## config.mk

```make
export PLATFORM = sky130hd
export DESIGN_NAME = olte_ctrl
export DESIGN_NICKNAME = d
export VERILOG_FILES = /design/src/hw/rtl/olte_pkg.sv /design/src/hw/rtl/olte_ctrl.sv
export SDC_FILE = /design/constraint.sdc
export NUM_CORES = 1
export LEC_CHECK = 0
export ABC_AREA = 1
export BUFFER_PORTS_ARGS = -buffer_cell sky130_fd_sc_hd__clkbuf_2
export CORE_AREA = 5 5 45 47
export DETAILED_ROUTE_END_ITERATION = 7
export DIE_AREA = 0 0 50 52
export PLACE_DENSITY = 0.84
export RECOVER_POWER = 100
export SETUP_SLACK_MARGIN = 0.2
export SLEW_MARGIN = 25
export SYNTH_ARGS = -nofsm -noshare
export SYNTH_HDL_FRONTEND = slang
export SYNTH_SLANG_ARGS = --single-unit
```

## constraint.sdc

```tcl
create_clock -name clk_i -period 4 [get_ports clk_i]
set_clock_uncertainty 0.15 [all_clocks]
set_input_delay 0.6 -clock clk_i [delete_from_list [all_inputs] [get_ports clk_i]]
set_output_delay 0.6 -clock clk_i [all_outputs]
set_load 0.02 [all_outputs]
```

## src/hw/rtl/olte_pkg.sv

```systemverilog
// Package for the ordered list table engine: field widths, opcodes, status codes
// and the command and status structs between the controller and the datapath.
// Depends on nothing.
package olte_pkg;

  localparam int unsigned OP_W   = 3;
  localparam int unsigned POS_W  = 8;
  localparam int unsigned DATA_W = 32;
  localparam int unsigned CNT_W  = 9;
  localparam int unsigned ST_W   = 2;

  // opcodes
  localparam logic [OP_W-1:0] OP_APPEND = 3'd0;
  localparam logic [OP_W-1:0] OP_INSERT = 3'd1;
  localparam logic [OP_W-1:0] OP_EDIT   = 3'd2;
  localparam logic [OP_W-1:0] OP_DELETE = 3'd3;
  localparam logic [OP_W-1:0] OP_GET    = 3'd4;
  localparam logic [OP_W-1:0] OP_SEARCH = 3'd5;

  // result status codes
  localparam logic [ST_W-1:0] ST_OK    = 2'd0;
  localparam logic [ST_W-1:0] ST_RANGE = 2'd1;
  localparam logic [ST_W-1:0] ST_FULL  = 2'd2;

  // start point of the walk pointer
  typedef enum logic [1:0] {
    PTR_ZERO     = 2'd0,
    PTR_COUNT    = 2'd1,
    PTR_POS_NEXT = 2'd2
  } ptr_sel_e;

  // controller to datapath
  typedef struct packed {
    logic             capture;     // load a new item
    logic             ptr_load;    // start a walk
    ptr_sel_e         ptr_sel;
    logic             walk;        // one walk step
    logic             walk_up;     // walk toward lower addresses, moving entries up
    logic             walk_wr;     // write back the entry read in the last step
    logic             rd_pos;      // read the entry at the item's position
    logic             wr_item;     // write the item's value
    logic             wr_at_count; // at the end of the list instead of the position
    logic             cnt_inc;
    logic             cnt_dec;
    logic             take_read;
    logic             set_found;
    logic             set_status;
    logic [ST_W-1:0]  status;
    logic             emit;
  } cmd_t;

  // datapath to controller
  typedef struct packed {
    logic [OP_W-1:0] op;
    logic            pos_gt_cnt;
    logic            pos_ge_cnt;
    logic            full;
    logic            more_up;
    logic            more_dn;
    logic            pend;
    logic            match;
  } sts_t;

endpackage

```

## src/hw/rtl/olte_ctrl.sv

```systemverilog
// Controller for the ordered list table engine: one-hot state machine that
// sequences checks, entry walks and the result strobe. Depends on olte_pkg.
module olte_ctrl (
  input  logic           clk_i,
  input  logic           rst_ni,
  input  logic           start_i,
  input  olte_pkg::sts_t sts_i,
  output olte_pkg::cmd_t cmd_o,
  output logic           busy_o,
  output logic           cfg_ready_o
);
  import olte_pkg::*;

  typedef enum logic [6:0] {
    S_IDLE   = 7'b0000001,
    S_CHECK  = 7'b0000010,
    S_GET    = 7'b0000100,
    S_SHIFT  = 7'b0001000,
    S_SEARCH = 7'b0010000,
    S_FINISH = 7'b0100000,
    S_DONE   = 7'b1000000
  } state_e;

  state_e state_q, state_d;
  logic   is_insert;

  assign is_insert   = (sts_i.op == OP_INSERT);
  assign busy_o      = (state_q != S_IDLE);
  assign cfg_ready_o = (state_q == S_IDLE);

  // next state and commands
  always_comb begin
    state_d = state_q;
    cmd_o   = '0;
    case (state_q)
      S_IDLE: begin
        if (start_i) begin
          cmd_o.capture = 1'b1;
          state_d       = S_CHECK;
        end
      end
      S_CHECK: begin
        state_d = S_DONE;
        case (sts_i.op)
          OP_APPEND: begin
            if (sts_i.full) begin
              cmd_o.set_status = 1'b1;
              cmd_o.status     = ST_FULL;
            end else begin
              cmd_o.wr_item     = 1'b1;
              cmd_o.wr_at_count = 1'b1;
              cmd_o.cnt_inc     = 1'b1;
            end
          end
          OP_INSERT: begin
            if (sts_i.pos_gt_cnt) begin
              cmd_o.set_status = 1'b1;
              cmd_o.status     = ST_RANGE;
            end else if (sts_i.full) begin
              cmd_o.set_status = 1'b1;
              cmd_o.status     = ST_FULL;
            end else begin
              cmd_o.ptr_load = 1'b1;
              cmd_o.ptr_sel  = PTR_COUNT;
              state_d        = S_SHIFT;
            end
          end
          OP_EDIT: begin
            if (sts_i.pos_ge_cnt) begin
              cmd_o.set_status = 1'b1;
              cmd_o.status     = ST_RANGE;
            end else begin
              cmd_o.wr_item = 1'b1;
            end
          end
          OP_DELETE: begin
            if (sts_i.pos_ge_cnt) begin
              cmd_o.set_status = 1'b1;
              cmd_o.status     = ST_RANGE;
            end else begin
              cmd_o.ptr_load = 1'b1;
              cmd_o.ptr_sel  = PTR_POS_NEXT;
              state_d        = S_SHIFT;
            end
          end
          OP_GET: begin
            if (sts_i.pos_ge_cnt) begin
              cmd_o.set_status = 1'b1;
              cmd_o.status     = ST_RANGE;
            end else begin
              cmd_o.rd_pos = 1'b1;
              state_d      = S_GET;
            end
          end
          OP_SEARCH: begin
            cmd_o.ptr_load = 1'b1;
            cmd_o.ptr_sel  = PTR_ZERO;
            state_d        = S_SEARCH;
          end
          default: begin
            state_d = S_DONE;
          end
        endcase
      end
      S_GET: begin
        cmd_o.take_read = 1'b1;
        state_d         = S_DONE;
      end
      // move entries one place, read and write overlapped
      S_SHIFT: begin
        cmd_o.walk    = 1'b1;
        cmd_o.walk_wr = 1'b1;
        cmd_o.walk_up = is_insert;
        if (!(is_insert ? sts_i.more_up : sts_i.more_dn) && !sts_i.pend) begin
          state_d = S_FINISH;
        end
      end
      // compare each entry read in the previous step
      S_SEARCH: begin
        cmd_o.walk = 1'b1;
        if (sts_i.match) begin
          cmd_o.set_found = 1'b1;
          state_d         = S_DONE;
        end else if (!sts_i.more_dn && !sts_i.pend) begin
          state_d = S_DONE;
        end
      end
      S_FINISH: begin
        if (is_insert) begin
          cmd_o.wr_item = 1'b1;
          cmd_o.cnt_inc = 1'b1;
        end else begin
          cmd_o.cnt_dec = 1'b1;
        end
        state_d = S_DONE;
      end
      S_DONE: begin
        cmd_o.emit = 1'b1;
        state_d    = S_IDLE;
      end
      default: begin
        state_d = S_IDLE;
      end
    endcase
  end

  always_ff @(posedge clk_i or negedge rst_ni) begin
    if (!rst_ni) begin
      state_q <= S_IDLE;
    end else begin
      state_q <= state_d;
    end
  end

endmodule

```

### After elaboration in Yosys (flattened, before gate mapping)

Index checks and enable logic that the tools add are counted.
W data, S select, Z words.

| storage, ports and cells | value |
|---|---|
| flip-flop bits (word level) | 7 |
| bits of input ports | 13 |
| word-level logic and storage cells | 68 |
| output and inout port bits | 20 |

| operators by class | value |
|---|---|
| reduce and logical (&&, ||, !) cells | 10 |
| mux-type cells | 41 |
| equality and inequality tests | 16 |

Operator list:

| operator | number |
|---|---|
| $mux W7 | 8 |
| $pmux W7 S5 | 1 |
| $pmux W7 S4 | 1 |
| $mux W3 | 9 |
| $pmux W3 S3 | 2 |
| $mux W1 | 15 |
| $eq A7 B1 Y1 const B | 1 |
| $eq A7 B2 Y1 const B | 1 |
| $eq A7 B3 Y1 const B | 1 |
| $eq A7 B4 Y1 const B | 1 |
| $eq A7 B5 Y1 const B | 1 |
| $eq A7 B6 Y1 const B | 1 |
| $eq A7 B7 Y1 const B | 1 |
| $ne A7 B1 Y1 const B | 1 |
| $eq A3 B2 Y1 const B | 2 |
| $eq A3 B3 Y1 const B | 2 |
| $pmux W1 S2 | 3 |
| $mux W2 | 2 |
| $ne A2 B2 Y1 const B | 2 |
| $reduce_or A2 Y1 | 2 |
| $eq A3 B1 Y1 const B | 1 |
| $logic_not A1 Y1 | 3 |
| $logic_not A3 Y1 | 1 |
| $ne A3 B3 Y1 const B | 1 |
| other kinds (3) | 4 |

### Logic depth before layout (Yosys ltp)

| logic depth | value |
|---|---|
| word-level depth | 6 |
| mapped depth | 8 |
| gate-level depth less buffers | 8 |

### Worst setup path after synthesis

OpenSTA, ideal clock, no wires.

| timing | value |
|---|---|
| kind | in2out |
| start | input port sts_i[9] (netlist name) |
| end | output port cmd_o[6] (netlist name) |
| data arrival time | 1401 ps |
| setup slack | 1849 ps |
| required time | 3250 ps |
| buffers on the path | 0 |
| cell stages on the path | 4 |
| path through | inv_2 -> nand3_2 -> inv_2 -> nor4_1 |

RTL lines:

| what | line | source |
|---|---|---|
| start, declared | olte_ctrl.sv:7 | `input olte_pkg::sts_t sts_i,` |
| end, declared | olte_ctrl.sv:8 | `output olte_pkg::cmd_t cmd_o,` |

==> results_dict.tcl <==
set metrics [dict create \
    finalPower_uw 363 \
    finalSetupTns_ns 0 \
    r2r_slack_ns 2.03 \
    grt_max_degree 9 \
    r2r_end "state_q[2]" \
    crit_arrival_ns 2.22 \
    rows 15 \
    clk_pin_slew_ns 0.05 \
    async_flop_share_pct 100 \
    r2r_start "state_q[6]" \
    regMostFlops "state_q" \
    crit_chain "inv_1, nand2_4, nor2_1, clkinv_1, nor2_1, inv_4, nor3_1, clkbuf_1" \
    area.growth.synth_to_final_pct 19.9 \
    cts_hold_buffers 0 \
    drcViolationCount 0 \
    largest_register_ff_count 7 \
    grt_pass1_vias 846 \
    postCtsResizedCells 0 \
    path_buf_inv 4 \
    period_share_pct 74.1 \
    fp.coreArea_um2 1610 \
    synth_area_leaders "dfrtp_1 (21%), nand2_1 (14%), nor2_1 (11%)" \
    vias 889 \
    overflow 0 \
    reg_top3 "state_q (7)" \
    synth-seq-area-share_pct 24.4 \
    status "complete, no violations" \
    syn_inst 119 \
    ff2ff_path_depth 7 \
    nFillCells 181 \
    finalNonFillerCells 171 \
    dpl.cell_count 167 \
    slew_headroom_pct 59.3 \
    die_x_um 50 \
    crit_top_cell "nor2_1" \
    dpl.hpwl_um 1660 \
    setup_viol_count_final 0 \
    max_freq_ghz 0.337 \
    dr.pass1.iters 4 \
    yosysMostFrequentCell "nand2_1" \
    hold_viol 0 \
    tritoncts "yes" \
    synth_area_um2 722 \
    crit_slowest_cell "nor2_1" \
    cts.htree.levels 1 \
    ant_nets 0 \
    drtIter0Drc 12 \
    synth_seq_cells 7 \
    synth_edf_count 0 \
    irDropWorstVdd_mv 0.161 \
    num_io_pins 33 \
    die_h_um 52 \
    cts_sinks 7 \
    cts-root-buf "clkbuf_4" \
    antenna_found_initial 0 \
    placed_cell_area_um2 896 \
    crit_family "simple AND/OR/NAND/NOR gates" \
    maxCapViolCount 0 \
    yosysWarnings 0 \
    vias_per_cell 5.20 \
    drive_above_1_share_pct 18.8 \
    grt_pass1_wl_um 3380 \
    powerDensity_nw_per_um2 419 \
    synth_top_area_share_pct 20.8 \
    dieArea_um2 2600 \
    ys.flop_type "dfrtp_1" \
    wl_um 1930 \
    design_area_um2 866 \
    io_buffers 32 \
    finish.utilization_pct 53.6 \
    p_leak_nw 0.478 \
    crit_required_ns 3.25 \
    critPathCaptureType "output pin" \
    worst-setup-path-type "reg -> out" \
    grt.total_usage_pct 16.0 \
    ys_types 23 \
    slew_viol_final 0 \
    avgSynthCellArea_um2 6.07 \
    yosysTopAreaCell "dfrtp_1" \
    n_antenna_cell 0 \
    path_max_fanout 8 \
    hp-class "in -> async" \
    cts_buffers 3 \
    fin_crit_ns 2.97 \
    clock_latency_ns 0.25 \
    avgRoutedWirePerCell_um 11.3 \
    nets 168 \
    rsz0062_at_grt "false" \
    synth_commonest_cells "nand2_1 (27), nor2_1 (21), inv_1 (16)" \
    initial_utilization_pct 44.7 \
    max_stage_delay_ns 0.48 \
    gp_congestion 0.843 \
    syn_nets 132 \
    post_cts.repair.setup_buffers 0 \
    ctsLongestPathBuffers 2 \
    startpoint_type "flop" \
    tightest_slew_ns 0.608 \
]
==> cell type report <==
type / instances / area [µm²] / area share, %
timing repair buffer: 32 / 135 / 15.6
tap: 17 / 21.3 / 2.46
sequential: 7 / 176 / 20.4
inverter: 23 / 88.8 / 10.3
clock buffer: 4 / 26.3 / 3.03
multi-input combinational: 88 / 418 / 48.3
==> how the worst max path moves through the flow <==
stage	start	to	slack (ns)	cells past startpoint
after floorplan	sts_i[9]	cmd_o[6]	1.85	4
after global placement	sts_i[9]	cmd_o[16]	1.65	9
after detailed placement	sts_i[9]	cmd_o[16]	1.68	9
after CTS	state_q[4]	cmd_o[10]	1.67	8
after global routing	state_q[6]	cmd_o[10]	0.85	8
final	state_q[6]	cmd_o[10]	1.03	8
==> per-stage QoR <==
| step | setup slack [ns] | hold WS [ns] |
|---|---|---|
| after floorplan | 1.85 | 0.154 |
| after global placement | 1.65 | 0.287 |
| after detailed placement | 1.68 | 0.289 |
| after CTS | 1.67 | 0.0216 |
| after global routing | 0.849 | 0.102 |
| final | 1.03 | 0.0741 |
==> report_power, final <==
group	switching, mW	internal (mW)
registers	0.0141	0.0876
logic	0.143	0.0567
clock network	0.0239	0.0379
==> cells by family (layout without fill, tap and decap cells) <==
family                 count (synthesis)  after routing  share of synthesized area [%]
buffers and inverters                 24             59                           13.3
flip-flops                             7              7                           24.4
AO/OA/AOI/OAI                          9              9                           6.24
AND/OR/NAND/NOR                       79             79                           56.0
==> layout by cell type (no fill, tap or decap) <==
master     n
a21oi_1    4
clkbuf_1  21
clkbuf_2  12
clkbuf_4   3
clkinv_1   1
dfrtp_1    6
dfstp_1    1
inv_1     17
inv_2      4
inv_4      1
nand2_1   28
nand2_2    1
nand2_4    1
nand3_1   11
nand3_2    4
nand3b_1   1
nand4_1    1
nor2_1    23
nor2_2     2
nor3_1     4
nor3_2     1
nor4_1     2
o21ai_0    4
o21ai_1    1
==> metal layers <==
layer	share of wire, %	vias to the layer above	track usage, %
met5	0	-	0
met4	0.83	0	7.86
met3	6.6	4	1.43
met2	52	32	29.9
met1	41	409	17.6
li1	-	444	-
No activity file was read; power rests on OpenSTA's default activity.
